`config.mk`:
```
export PLATFORM = sky130hd
export DESIGN_NAME = process_table_scheduler
export DESIGN_NICKNAME = d
export VERILOG_FILES = /design/src/design/pts_pkg.sv /design/src/design/pts_ram.sv /design/src/design/pts_scan.sv /design/src/design/process_table_scheduler.sv
export SDC_FILE = /design/constraint.sdc
export NUM_CORES = 1
export LEC_CHECK = 0
export BUFFER_PORTS_ARGS = -buffer_cell sky130_fd_sc_hd__buf_2
export CAP_MARGIN = 20
export CORE_MARGIN = 1
export CORE_UTILIZATION = 30
export CTS_BUF_LIST = sky130_fd_sc_hd__clkbuf_4
export DETAILED_ROUTE_END_ITERATION = 10
export GPL_TIMING_DRIVEN = 1
export PLACE_DENSITY = 0.5
export SLEW_MARGIN = 20
export SYNTH_ARGS = -nofsm -noshare
export SYNTH_HDL_FRONTEND = slang
export SYNTH_SLANG_ARGS = --single-unit
```
`constraint.sdc`:
```
create_clock -name clk -period 6.3 [get_ports clk]
set_input_delay 0 -clock clk [delete_from_list [all_inputs] [get_ports clk]]
set_output_delay 0 -clock clk [all_outputs]
set_load 0.01 [all_outputs]
```
`src/design/pts_pkg.sv`:
```
`timescale 1ns / 1ps
package pts_pkg;
  localparam int SLOT_COUNT_DEF = 16;
  localparam int SLOT_W = 5;
  localparam logic [SLOT_W-1:0] NO_SLOT = 5'd31;

  localparam logic [1:0] ST_FREE   = 2'd0;
  localparam logic [1:0] ST_RUN    = 2'd1;
  localparam logic [1:0] ST_WAIT   = 2'd2;
  localparam logic [1:0] ST_ZOMBIE = 2'd3;

  localparam logic [2:0] KIND_ALLOC = 3'd0;
  localparam logic [2:0] KIND_WAIT  = 3'd1;
  localparam logic [2:0] KIND_RUN   = 3'd2;
  localparam logic [2:0] KIND_TICK  = 3'd3;
  localparam logic [2:0] KIND_EXIT  = 3'd4;

  localparam logic [1:0] REAP_NONE    = 2'd0;
  localparam logic [1:0] REAP_DONE    = 2'd1;
  localparam logic [1:0] REAP_PENDING = 2'd2;

  localparam logic [1:0] WAKE_PLAIN = 2'd0;
  localparam logic [1:0] WAKE_EMPTY = 2'd1;
  localparam logic [1:0] WAKE_REAP  = 2'd2;

  typedef struct packed {
    logic              free_found;
    logic [SLOT_W-1:0] free_idx;
    logic              zomb_found;
    logic [SLOT_W-1:0] zomb_idx;
    logic [1:0]        reap_code;
    logic [SLOT_W-1:0] child_idx;
  } scan_t;
endpackage

```
`src/design/pts_ram.sv`:
```
`timescale 1ns / 1ps
module pts_ram #(
  parameter int WIDTH = 32,
  parameter int DEPTH = 16
) (
  input  logic                     clk,
  input  logic                     we,
  input  logic [$clog2(DEPTH)-1:0] waddr,
  input  logic [WIDTH-1:0]         wdata,
  input  logic [$clog2(DEPTH)-1:0] raddr,
  output logic [WIDTH-1:0]         rdata
);
  logic [WIDTH-1:0] mem [DEPTH];

  always_ff @(posedge clk) begin
    if (we) begin
      mem[waddr] <= wdata;
    end
    rdata <= mem[raddr];
  end
endmodule

```
`src/design/pts_scan.sv`:
```
`timescale 1ns / 1ps
module pts_scan #(
  parameter int SLOT_COUNT = pts_pkg::SLOT_COUNT_DEF,
  localparam int IW = $clog2(SLOT_COUNT)
) (
  input  logic [1:0]                st [SLOT_COUNT],
  input  logic [pts_pkg::SLOT_W-1:0] par [SLOT_COUNT],
  input  logic [IW-1:0]             p,
  output pts_pkg::scan_t            res,
  output logic [SLOT_COUNT-1:0]     orphan
);
  localparam int SW = pts_pkg::SLOT_W;

  logic has_child;

  // priority by walking downwards so the lowest index wins
  always_comb begin
    res = '0;
    has_child = 1'b0;
    orphan = '0;
    for (int i = SLOT_COUNT - 1; i >= 0; i--) begin
      if (st[i] == pts_pkg::ST_FREE) begin
        res.free_found = 1'b1;
        res.free_idx = SW'(i);
      end
      if (st[i] == pts_pkg::ST_ZOMBIE) begin
        res.zomb_found = 1'b1;
        res.zomb_idx = SW'(i);
      end
      if (par[i] == SW'(p)) begin
        if (st[i] != pts_pkg::ST_FREE) begin
          orphan[i] = 1'b1;
        end
        if (st[i] == pts_pkg::ST_RUN || st[i] == pts_pkg::ST_ZOMBIE) begin
          has_child = 1'b1;
        end
        if (st[i] == pts_pkg::ST_ZOMBIE) begin
          res.child_idx = SW'(i);
        end
      end
    end
    if (orphan != '0 && has_child && res.child_idx != '0 ||
        (has_child && st[res.child_idx[IW-1:0]] == pts_pkg::ST_ZOMBIE &&
         par[res.child_idx[IW-1:0]] == SW'(p))) begin
      res.reap_code = pts_pkg::REAP_DONE;
    end else if (has_child) begin
      res.reap_code = pts_pkg::REAP_PENDING;
    end else begin
      res.reap_code = pts_pkg::REAP_NONE;
    end
    if (res.reap_code == pts_pkg::REAP_DONE &&
        !(st[res.child_idx[IW-1:0]] == pts_pkg::ST_ZOMBIE &&
          par[res.child_idx[IW-1:0]] == SW'(p))) begin
      res.reap_code = pts_pkg::REAP_PENDING;
    end
  end
endmodule

```
`src/design/process_table_scheduler.sv`:
```
`timescale 1ns / 1ps
// flow: idle, exec, then fin; a reaping wait reads the child status (rdst) before fin
// tick: steps one slot at a time from the current slot, up to 2 * SLOT_COUNT slots,
//   then reads the child status from the status ram when a waiter reaps a child
// throughput: one word at a time; the next word is taken once the result has
//   moved into the output register
// reset: synchronous active-low rst_n, all slots free and no current slot
module process_table_scheduler #(
  parameter int SLOT_COUNT = pts_pkg::SLOT_COUNT_DEF
) (
  input  logic        clk,
  input  logic        rst_n,
  input  logic        in_valid,
  output logic        in_ready,
  input  logic [2:0]  in_kind,
  input  logic [3:0]  in_target_id,
  input  logic [3:0]  in_parent_id,
  input  logic        in_parent_none,
  input  logic [31:0] in_exit_code,
  output logic        out_valid,
  input  logic        out_ready,
  output logic        out_success,
  output logic [3:0]  out_slot_id,
  output logic [3:0]  out_child_id,
  output logic [1:0]  out_wake_code,
  output logic [31:0] out_exit_status
);
  localparam int IW = $clog2(SLOT_COUNT);
  localparam int CW = $clog2(2 * SLOT_COUNT);
  localparam int SW = pts_pkg::SLOT_W;

  localparam logic [2:0] S_IDLE = 3'd0;
  localparam logic [2:0] S_EXEC = 3'd1;
  localparam logic [2:0] S_TICK = 3'd2;
  localparam logic [2:0] S_RDST = 3'd3;
  localparam logic [2:0] S_FIN  = 3'd4;

  // control
  logic [2:0]    state_r, state_nxt;
  logic [CW-1:0] cnt_r, cnt_nxt;
  logic [IW-1:0] cur_r, cur_nxt;
  logic [SW-1:0] current_r, current_nxt;
  logic          from_tick_r, from_tick_nxt;

  // slot table state and parent links
  logic [1:0]    st_r [SLOT_COUNT];
  logic [1:0]    st_nxt [SLOT_COUNT];
  logic [SW-1:0] par_r [SLOT_COUNT];
  logic [SW-1:0] par_nxt [SLOT_COUNT];

  // latched input word
  logic [2:0]  kind_r;
  logic [3:0]  tgt_r;
  logic [3:0]  pid_r;
  logic        pnone_r;
  logic [31:0] code_r;

  // staged result
  logic        ok_r, ok_nxt;
  logic [3:0]  sid_r, sid_nxt;
  logic [3:0]  cid_r, cid_nxt;
  logic [1:0]  wake_r, wake_nxt;
  logic [31:0] stat_r, stat_nxt;

  // output register
  logic        out_valid_r;
  logic        out_ok_r;
  logic [3:0]  out_sid_r, out_cid_r;
  logic [1:0]  out_wake_r;
  logic [31:0] out_stat_r;

  // status ram
  logic          ram_we;
  logic [IW-1:0] ram_waddr, ram_raddr;
  logic [31:0]   ram_wdata, ram_rdata;

  logic [IW-1:0]         tgt_idx, step_idx, scan_p, alloc_idx;
  logic                  tgt_ok;
  pts_pkg::scan_t        scan;
  logic [SLOT_COUNT-1:0] orphan;

  assign tgt_idx  = IW'(tgt_r);
  assign tgt_ok   = SW'(tgt_r) < SW'(SLOT_COUNT);
  assign step_idx = (cur_r == IW'(SLOT_COUNT - 1)) ? '0 : cur_r + 1'b1;
  assign scan_p   = (state_r == S_TICK) ? step_idx : tgt_idx;
  assign alloc_idx = scan.free_found ? scan.free_idx[IW-1:0] : scan.zomb_idx[IW-1:0];

  pts_scan #(.SLOT_COUNT(SLOT_COUNT)) u_scan (
    .st     (st_r),
    .par    (par_r),
    .p      (scan_p),
    .res    (scan),
    .orphan (orphan)
  );

  pts_ram #(.WIDTH(32), .DEPTH(SLOT_COUNT)) u_status_ram (
    .clk   (clk),
    .we    (ram_we),
    .waddr (ram_waddr),
    .wdata (ram_wdata),
    .raddr (ram_raddr),
    .rdata (ram_rdata)
  );

  assign in_ready        = (state_r == S_IDLE);
  assign out_valid       = out_valid_r;
  assign out_success     = out_ok_r;
  assign out_slot_id     = out_sid_r;
  assign out_child_id    = out_cid_r;
  assign out_wake_code   = out_wake_r;
  assign out_exit_status = out_stat_r;

  always_comb begin
    state_nxt     = state_r;
    cnt_nxt       = cnt_r;
    cur_nxt       = cur_r;
    current_nxt   = current_r;
    from_tick_nxt = from_tick_r;
    st_nxt        = st_r;
    par_nxt       = par_r;
    ok_nxt        = ok_r;
    sid_nxt       = sid_r;
    cid_nxt       = cid_r;
    wake_nxt      = wake_r;
    stat_nxt      = stat_r;
    ram_we        = 1'b0;
    ram_waddr     = tgt_idx;
    ram_wdata     = code_r;
    ram_raddr     = scan.child_idx[IW-1:0];

    case (state_r)
      S_IDLE: begin
        if (in_valid) begin
          ok_nxt    = 1'b0;
          sid_nxt   = '0;
          cid_nxt   = '0;
          wake_nxt  = pts_pkg::WAKE_PLAIN;
          stat_nxt  = '0;
          state_nxt = S_EXEC;
        end
      end
      S_EXEC: begin
        state_nxt     = S_FIN;
        from_tick_nxt = 1'b0;
        case (kind_r)
          pts_pkg::KIND_ALLOC: begin
            if (scan.free_found || scan.zomb_found) begin
              st_nxt[alloc_idx]  = pts_pkg::ST_RUN;
              par_nxt[alloc_idx] = pnone_r ? pts_pkg::NO_SLOT : SW'(pid_r);
              ok_nxt  = 1'b1;
              sid_nxt = 4'(alloc_idx);
            end
          end
          pts_pkg::KIND_WAIT: begin
            if (tgt_ok) begin
              case (scan.reap_code)
                pts_pkg::REAP_DONE: begin
                  st_nxt[scan.child_idx[IW-1:0]] = pts_pkg::ST_FREE;
                  st_nxt[tgt_idx] = pts_pkg::ST_RUN;
                  ok_nxt    = 1'b1;
                  cid_nxt   = 4'(scan.child_idx);
                  state_nxt = S_RDST;
                end
                pts_pkg::REAP_NONE:    st_nxt[tgt_idx] = pts_pkg::ST_RUN;
                default:               st_nxt[tgt_idx] = pts_pkg::ST_WAIT;
              endcase
            end
          end
          pts_pkg::KIND_RUN: begin
            if (tgt_ok && st_r[tgt_idx] == pts_pkg::ST_RUN) begin
              current_nxt = SW'(tgt_r);
              ok_nxt  = 1'b1;
              sid_nxt = tgt_r;
            end
          end
          pts_pkg::KIND_EXIT: begin
            if (tgt_ok && (st_r[tgt_idx] == pts_pkg::ST_RUN ||
                           st_r[tgt_idx] == pts_pkg::ST_WAIT)) begin
              st_nxt[tgt_idx] = pts_pkg::ST_ZOMBIE;
              ram_we  = 1'b1;
              ok_nxt  = 1'b1;
              sid_nxt = tgt_r;
            end
          end
          pts_pkg::KIND_TICK: begin
            if (current_r < SW'(SLOT_COUNT)) begin
              cur_nxt   = current_r[IW-1:0];
              cnt_nxt   = '0;
              state_nxt = S_TICK;
            end
          end
          default: ;
        endcase
      end
      S_TICK: begin
        // one slot per cycle, round robin from the current slot
        cur_nxt = step_idx;
        case (st_r[step_idx])
          pts_pkg::ST_ZOMBIE: begin
            for (int i = 0; i < SLOT_COUNT; i++) begin
              if (orphan[i]) begin
                par_nxt[i] = pts_pkg::NO_SLOT;
              end
            end
            if (par_r[step_idx] == pts_pkg::NO_SLOT || par_r[step_idx] == SW'(step_idx)) begin
              st_nxt[step_idx] = pts_pkg::ST_FREE;
            end
          end
          pts_pkg::ST_WAIT: begin
            case (scan.reap_code)
              pts_pkg::REAP_DONE: begin
                st_nxt[scan.child_idx[IW-1:0]] = pts_pkg::ST_FREE;
                st_nxt[step_idx] = pts_pkg::ST_RUN;
                ok_nxt   = 1'b1;
                wake_nxt = pts_pkg::WAKE_REAP;
                cid_nxt  = 4'(scan.child_idx);
              end
              pts_pkg::REAP_NONE: begin
                st_nxt[step_idx] = pts_pkg::ST_RUN;
                ok_nxt   = 1'b1;
                wake_nxt = pts_pkg::WAKE_EMPTY;
              end
              default: ;
            endcase
          end
          pts_pkg::ST_RUN: ok_nxt = 1'b1;
          default: ;
        endcase
        if (ok_nxt) begin
          current_nxt = SW'(step_idx);
          sid_nxt     = 4'(step_idx);
          if (wake_nxt == pts_pkg::WAKE_REAP) begin
            from_tick_nxt = 1'b1;
            state_nxt     = S_RDST;
          end else begin
            state_nxt = S_FIN;
          end
        end else if (cnt_r == CW'(2 * SLOT_COUNT - 1)) begin
          current_nxt = SW'(step_idx);
          state_nxt   = S_FIN;
        end else begin
          cnt_nxt = cnt_r + 1'b1;
        end
      end
      S_RDST: begin
        // child status arrives, a waking waiter keeps it as its own
        stat_nxt  = ram_rdata;
        ram_we    = from_tick_r;
        ram_waddr = cur_r;
        ram_wdata = ram_rdata;
        state_nxt = S_FIN;
      end
      S_FIN: begin
        if (!out_valid_r || out_ready) begin
          state_nxt = S_IDLE;
        end
      end
      default: state_nxt = S_IDLE;
    endcase
  end

  always_ff @(posedge clk) begin
    if (!rst_n) begin
      state_r     <= S_IDLE;
      current_r   <= pts_pkg::NO_SLOT;
      out_valid_r <= 1'b0;
      for (int i = 0; i < SLOT_COUNT; i++) begin
        st_r[i] <= pts_pkg::ST_FREE;
      end
    end else begin
      state_r   <= state_nxt;
      current_r <= current_nxt;
      st_r      <= st_nxt;
      if (state_r == S_FIN && (!out_valid_r || out_ready)) begin
        out_valid_r <= 1'b1;
      end else if (out_ready) begin
        out_valid_r <= 1'b0;
      end
    end
  end

  always_ff @(posedge clk) begin
    par_r       <= par_nxt;
    cnt_r       <= cnt_nxt;
    cur_r       <= cur_nxt;
    from_tick_r <= from_tick_nxt;
    ok_r        <= ok_nxt;
    sid_r       <= sid_nxt;
    cid_r       <= cid_nxt;
    wake_r      <= wake_nxt;
    stat_r      <= stat_nxt;
    if (in_valid && in_ready) begin
      kind_r  <= in_kind;
      tgt_r   <= in_target_id;
      pid_r   <= in_parent_id;
      pnone_r <= in_parent_none;
      code_r  <= in_exit_code;
    end
    if (state_r == S_FIN && (!out_valid_r || out_ready)) begin
      out_ok_r   <= ok_r;
      out_sid_r  <= sid_r;
      out_cid_r  <= cid_r;
      out_wake_r <= wake_r;
      out_stat_r <= stat_r;
    end
  end
endmodule

```
* Yosys cells after proc, flatten, opt, wreduce, memory -nomap -nowiden
Memory sizes are Yosys's and may differ from the RTL's. A register that Yosys moved wholly into a read port is not among the register bits. Cells that the tools add are included.
Storage, ports and cells: register bits 261, RAM bits 512, bits of input ports 48, output and inout bits 45, word-level logic and storage cells 558, memories kept 1
Memories:
- u_status_ram.mem | depth 16, width 32, rd ports 1, clocked after memory_dff 1, wr ports 1, line pts_ram.sv:13 | logic [WIDTH-1:0] mem [DEPTH];
Operators by class: add/subtract/negate cells 2, $lt $le $gt $ge 9, equal/unequal tests 112, multiplexer cells 251, bitwise operators 25, reduce and logical (&&, ||, !) cells 105
Operator list (number):
- 32-bit one-hot mux with 2 select lines | 5
- 5-bit 2-to-1 mux | 61
- 80-bit 2-to-1 mux | 3
- 6-bit 2-to-1 mux | 32
- 32-bit 2-to-1 mux | 5
- 80-bit one-hot mux with 2 select lines | 1
- 16-bit AND | 6
- 16-bit OR | 6
- 32-bit one-hot mux with 3 select lines | 1
- 5-bit by 4-bit equality test with 1-bit output | 18
- 5-bit AND reduction | 17
- 80-bit bitwise mux | 1
- 1-bit 2-to-1 mux | 79
- 32-bit AND | 2
- 16-bit NOT | 4
- 32-bit NOT | 2
- 4-bit 2-to-1 mux | 15
- 2-bit inequality test, second input constant | 24
- 2-bit equality test, second input constant | 21
- 5-bit binary-select mux with 4-bit select | 2
- 2-bit by 1-bit equality test with 1-bit output, second input constant | 20
- 2-bit nonzero test | 20
- 4-bit one-hot mux with 3 select lines | 3
- 2-bit logical NOT | 17
- 43 further kinds | 139

* Longest topological paths before layout
word-level depth 55, depth in mapped cells 25, mapped depth without buffers 18

* Hierarchy
From an unflattened synthesis, not the netlist that was laid out.
Unflattened totals: cells, all modules 2606, area total of the unflattened synthesis 36676.4 um^2
Modules (own cells, without submodules):
- pts_ram | instances 1, cells each 838, area an instance 19835.3 um^2, seq. area each 16015.4 um^2
- process_table_scheduler | instances 1, cells each 1390, area an instance 14254.9 um^2, seq. area each 7427.1 um^2
- pts_scan | instances 1, cells each 378, area an instance 2586.2 um^2, seq. area each 0.0 um^2

* Worst setup path after synthesis
OpenSTA, ideal clock, no wires.
path type reg-to-reg, start register cur_r[0], end register sid_r[0], enable pin, setup time 0.372 ns, data arrival time 4.922 ns, data required time 5.928 ns, setup slack 1.007 ns, cell stages (with the launch flop) 20, path buffers 4, clock period less this slack 5.293 ns, cells stage by stage edfxtp_1 ha_1 buf_2 xor2_1 mux2i_4 buf_6 xnor2_1 or4_1 nor3_2 or4_1 buf_4 nor4_4 buf_4 a2111o_1 and3_1 or3_4 a21oi_4 a31oi_2 nand2b_1 a211oi_1
On the way: cells in the longest elaborated chain, start to end 54, elaborated cells on any way between the ends 135, those cells by class add/sub (1); eq/ne (24); mux (95); bitwise (2); reduce/logical (13)
RTL lines:
- start, declared | line process_table_scheduler.sv:41 | logic [IW-1:0] cur_r, cur_nxt;
- start signal, assigned | line process_table_scheduler.sv:285 | cur_r <= cur_nxt;
- 4-bit by 1-bit adder with 4-bit output / 4-bit equality test (equally long branches) | line process_table_scheduler.sv:84 | assign step_idx = (cur_r == IW'(SLOT_COUNT - 1)) ? '0 : cur_r + 1'b1;
- 4-bit 2-to-1 mux (*) | line process_table_scheduler.sv:84
- 4-bit 2-to-1 mux | line process_table_scheduler.sv:85 | assign scan_p = (state_r == S_TICK) ? step_idx : tgt_idx;
- 5-bit by 4-bit equality test with 1-bit output | line pts_scan.sv:30 | if (par[i] == SW'(p)) begin
- 5-bit 2-to-1 mux | line pts_scan.sv:30
- 5-bit 2-to-1 mux | line pts_scan.sv:37 | if (st[i] == pts_pkg::ST_ZOMBIE) begin
- 5-bit 2-to-1 mux | line pts_scan.sv:30
- 5-bit 2-to-1 mux | line pts_scan.sv:37
- [... 38 more ...]
- 2-bit 2-to-1 mux | line pts_scan.sv:51 | if (res.reap_code == pts_pkg::REAP_DONE &&
- 2-bit by 1-bit equality test with 1-bit output / 2-bit logical NOT (equally long branches) | line process_table_scheduler.sv:210 | case (scan.reap_code)
- 2-bit OR reduction (no line)
- 1-bit 2-to-1 mux | line process_table_scheduler.sv:210
- 1-bit one-hot mux with 2 select lines (*) | line process_table_scheduler.sv:198 | case (st_r[step_idx])
- 1-bit 2-to-1 mux (*) | line process_table_scheduler.sv:131 | case (state_r)
- 2-bit by 1-bit inequality test with 1-bit output (no line) (*)
- 7-bit AND reduction (no line) (*)
- end signal, assigned | line process_table_scheduler.sv:288 | sid_r <= sid_nxt;
- end, declared | line process_table_scheduler.sv:60 | logic [3:0] sid_r, sid_nxt;
Every way passes the cells marked *; elsewhere a longest branch is shown, timed or not. The select of a mux whose other input is x is not followed. A chain may end at the register's enable or synchronous reset.

* Final worst setup path
start register cur_r[0], end register st_r[28] (netlist bit)
On the way: cells in the longest elaborated chain, start to end 51, elaborated cells on any way between the ends 162, those cells by class add/sub (1); order compare (4); eq/ne (28); mux (105); bitwise (9); reduce/logical (15)
RTL lines:
- 4-bit by 1-bit adder with 4-bit output / 4-bit equality test (equally long branches) | line process_table_scheduler.sv:84
- 4-bit 2-to-1 mux (*) | line process_table_scheduler.sv:84
- 4-bit 2-to-1 mux | line process_table_scheduler.sv:85
- 5-bit by 4-bit equality test with 1-bit output | line pts_scan.sv:30
- 5-bit 2-to-1 mux | line pts_scan.sv:30
- 5-bit 2-to-1 mux | line pts_scan.sv:37
- 5-bit 2-to-1 mux | line pts_scan.sv:30
- 5-bit 2-to-1 mux | line pts_scan.sv:37
- [... 35 more ...]
- 2-bit 2-to-1 mux | line pts_scan.sv:42 | if (orphan != '0 && has_child && res.child_idx != '0 ||
- 2-bit by 1-bit equality test with 1-bit output | line pts_scan.sv:51
- 1-bit logical AND | line pts_scan.sv:51
- 2-bit 2-to-1 mux | line pts_scan.sv:51
- 2-bit by 1-bit equality test with 1-bit output / 2-bit logical NOT (equally long branches) | line process_table_scheduler.sv:156, process_table_scheduler.sv:210
- 32-bit one-hot mux with 2 select lines (on tied branches) | line process_table_scheduler.sv:156, process_table_scheduler.sv:210
- 32-bit one-hot mux with 3 select lines / 32-bit one-hot mux with 2 select lines (equally long branches) | line process_table_scheduler.sv:145, process_table_scheduler.sv:198
- 32-bit one-hot mux with 2 select lines | line process_table_scheduler.sv:131
- end signal, assigned by index | line process_table_scheduler.sv:268 | st_r[i] <= pts_pkg::ST_FREE;
- end signal, assigned | line process_table_scheduler.sv:273 | st_r <= st_nxt;
- end, declared | line process_table_scheduler.sv:46 | logic [1:0] st_r [SLOT_COUNT];
Marks and branches as above.

==> reports/results.tsv <==
metric	value	unit
Pint	8.52	mW
Final Non-Filler Cells	5385	
most frequent cells in the layout	nand2_1 (735), edfxtp_1 (732), nand3_1 (443)	
status	completed	
WL/cell	24.3	µm
Final min period	6.04	ns
RSZ-0062 raised after global routing	no	
post-synthesis compound-gate area fraction	8.04	%
sequential power share	53.5	%
most common cell after layout, fill and taps aside	nand2_1	
Max FO, Critical Path	20	
final instance area	43600	µm²
placed insts	4883	
Setup TNS	0	ns
pin count of the biggest net entering global routing	136	
syn_nets	3340	
I/O Pins	93	
share of layout cells above drive strength 1	17.4	%
largest family of logic cells by synthesized area	simple AND/OR/NAND/NOR gates	
vias in the first global route	27400	
Placement Setup Slack	0.307	ns
Die Span Y	353	µm
Crit Path Class	reg -> reg	
total power	11.3	mW
cell seen most often among critical-path stages	buf_4	
asr flop ratio synth	0	%
initial cell density of the core	30.3	%
mapped cell area	37000	µm²
Power Density	260	nW/µm²
CTS max path bufs	3	
CTS clk-pin slew, worst paths	0.07	ns
startpoint class of the critical path	flip-flop	
number of stages on the worst setup path	22	
CTS Root Cell	clkbuf_4	
Max Clock Freq	166	MHz
worst setup path end	st_r[28]$_SDFFE_PN0P_	
setup slack after layout	0.264	ns
reg2reg start	cur_r[0]$_DFFE_PP_	
simple-gate area share of the yosys netlist	19.3	%
fin crit share	95.8	%
CTS tree	built	
dominant synthesized flop cell	edfxtp_1	
CTS HTree Levels	4	
Worst EP required	7.35	ns
Die Wd	353	µm
worst path cell trace	ha_1 > buf_4 > nand2b_1 > o211a_1 > a21oi_2 > buf_4 > buf_4 > xnor2_1 > nand3_1 > and2_1 > o211ai_1 > and2_4 > nor2_1 > buf_4 > nand2_1 > o2111ai_1 > buf_4 > xnor2_2 > a31o_4 > o21ai_2 > or4_1 > a21oi_1	
CP Launch Point	cur_r[0]$_DFFE_PP_	
syn avg cell area	11.3	µm²
Tot GR Track Use	20.7	%
CP Buf/Inv Count	5	
DP Area	39700	µm²
Layout area overhead	17.8	%
Routability Congestion	0.964	
Max Cap Viol	0	
Crit. End Element	flip-flop	
Synth Warn #	0	
via count	28400	
HP Class	in -> reg	
Comb pwr share	6.4	%
Final Skew	0.0973	ns
Final HPWL DP	79700	µm
final hold violations	0	
CTS Sinks	805	
first-pass GRT wire length	191000	µm
port bufs	92	
clock power share	40.1	%
FF-to-FF setup slack	0.26	ns
crit-path leading delay family	simple AND/OR/NAND/NOR gates	
global route overflow	0	
Iter 0 DRT Violations	2960	
# DRC	0	
Via density	5.28	
slowest stage delay, CP	0.57	ns
clock latency on the worst-skew pair	1.14	ns
Core Util, Final	35.7	%
Critical Path Slowest Stage Cell	or4_1	
nets@finish	3641	
CTS Buf Count	207	
Pleak	15.4	nW
post-synthesis xor/xnor area fraction	1.75	%
initial antenna violation count	5	
Core Rows	128	
Synth Register Bits	805	
worst slew pin tran	1.07	ns
post-synthesis mux area share	4.29	%
die area	125000	µm²
Synth cell types	92	
Pre-antenna DRT Iters	6	
r2r endpoint	st_r[28]$_SDFFE_PN0P_	
switching portion of total power	24.9	%
antenna-violating nets left	0	
Reg2Reg Depth	22	
data arrival time of the worst path	7.09	ns
Max Slew Vio Count	0	
Seq/Total Area, Yosys	63.4	%
hold path depth	3	
floorplan core area	122000	µm²
Slew HR	28.6	%
Post-synth EDFFs	732	
Yosys top cell area share	59.4	%
top cells by area, synth	edfxtp_1 (59%), nand2_1 (7.5%), nand3_1 (6.0%), dfxtp_1 (3.9%), mux4_2 (2.3%)	
Psw	2.82	mW
VDD IR-drop max	170	µV
Gate Count Post-Synth	3282	
Post-Route WL	131000	µm
area leader, netlist	edfxtp_1	
final setup violating endpoints	0	
hold_ws	0.116	ns
Synth Area in Adders	0.338	%
==> Yosys cell counts, types with 14 or more instances <==
cell type,n
nand3_1,445
nand4_1,49
and3_1,24
or3_1,14
nor2_1,146
and2_1,47
o31ai_1,18
o211ai_1,28
xnor2_1,60
mux4_2,38
dfxtp_1,73
inv_1,39
nor3_1,34
edfxtp_1,732
nand2_1,738
a31oi_1,31
nor4_1,14
clkbuf_1,175
a21o_1,36
mux2i_1,64
buf_1,27
nand2b_1,19
o22ai_1,18
o21ai_0,85
a21oi_1,114
==> worst register-to-register path: stages (launching register included) <==
cell and delay [ns]:
edfxtp_1 0.54, ha_1 0.29, buf_4 0.18, nand2b_1 0.16, o211a_1 0.25, a21oi_2 0.13, buf_4 0.30, buf_4 0.24
xnor2_1 0.18, nand3_1 0.17, and2_1 0.20, o211ai_1 0.35, and2_4 0.44, nor2_1 0.13, buf_4 0.21, nand2_1 0.09
o2111ai_1 0.30, buf_4 0.27, xnor2_2 0.33, a31o_4 0.32, o21ai_2 0.18, or4_1 0.57, a21oi_1 0.14
==> final cells by class <==
cell class / count / area, µm²
clock inverter: 61 / 314
sequential: 805 / 23400
clock buffer: 317 / 2380
timing repair buffer: 315 / 2530
fill: 12300 / 78500
inverter: 42 / 166
antenna: 8 / 20.0
tap: 1625 / 2030
multi-input combinational: 2212 / 12700
==> power groups by stage <==
stage / registers, mW / clock network, mW / logic, mW
after floorplan: 6.10 / 0 / 0.426
after global placement: 6.18 / 0 / 0.649
after detailed placement: 6.18 / 0 / 0.652
after CTS: 6.06 / 4.70 / 0.706
after global routing: 6.07 / 4.97 / 0.775
final: 6.07 / 4.55 / 0.720
==> worst min-delay path by stage <==
| stage | to | slack, ns | from |
|---|---|---|---|
| after detailed placement | code_r[15]$_DFFE_PP_ | 0.18 | in_exit_code[15] |
| after global routing | code_r[10]$_DFFE_PP_ | 0.05 | in_exit_code[10] |
| after global placement | code_r[27]$_DFFE_PP_ | 0.18 | in_exit_code[27] |
| after CTS | code_r[1]$_DFFE_PP_ | 0.001 | in_exit_code[1] |
| after floorplan | code_r[0]$_DFFE_PP_ | 0.1 | in_exit_code[0] |
| final | code_r[1]$_DFFE_PP_ | 0.12 | in_exit_code[1] |
==> routing by layer <==
metal / global-route usage [%] / share of wire [%] / vias up
met3: 4.43 / 7.5 / 236
li1: - / - / 12800
met2: 31.9 / 46 / 1230
met1: 28.4 / 44 / 14200
met5: 0 / 0.0099 / -
met4: 7.66 / 3.3 / 2
==> repair_timing <==
item | in CTS | in global routing
hold buffers | 109 | 0
endpoints found under the hold margin | 134 | 0
setup buffers | 0 | 7
endpoints found under the setup margin | 0 | 24
resized for setup | 0 | 0
==> flip-flops by register name (all words and copies together), names as in the netlist, 2 cells and up <==
name,cells
kind_r,3
cnt_r,5
state_r,3
cur_r,4
out_exit_status,32
out_slot_id,4
u_status_ram.rdata,32
current_r,5
cid_r,4
wake_r,2
out_child_id,4
stat_r,32
par_r,80
code_r,32
sid_r,4
st_r,32
pid_r,4
out_wake_code,2
u_status_ram.mem,512
tgt_idx,4
==> cell families (layout without fill, tap and decap cells) <==
group / Yosys count / after routing
AO/OA/AOI/OAI: 446 / 446
XOR/XNOR: 73 / 73
adder cells (fa/ha/maj): 10 / 10
buffers and inverters: 265 / 735
flip-flops: 805 / 805
multiplexers: 107 / 107
other: 0 / 8
AND/OR/NAND/NOR: 1576 / 1576
Note: power is estimated with default switching activity, not from simulation.
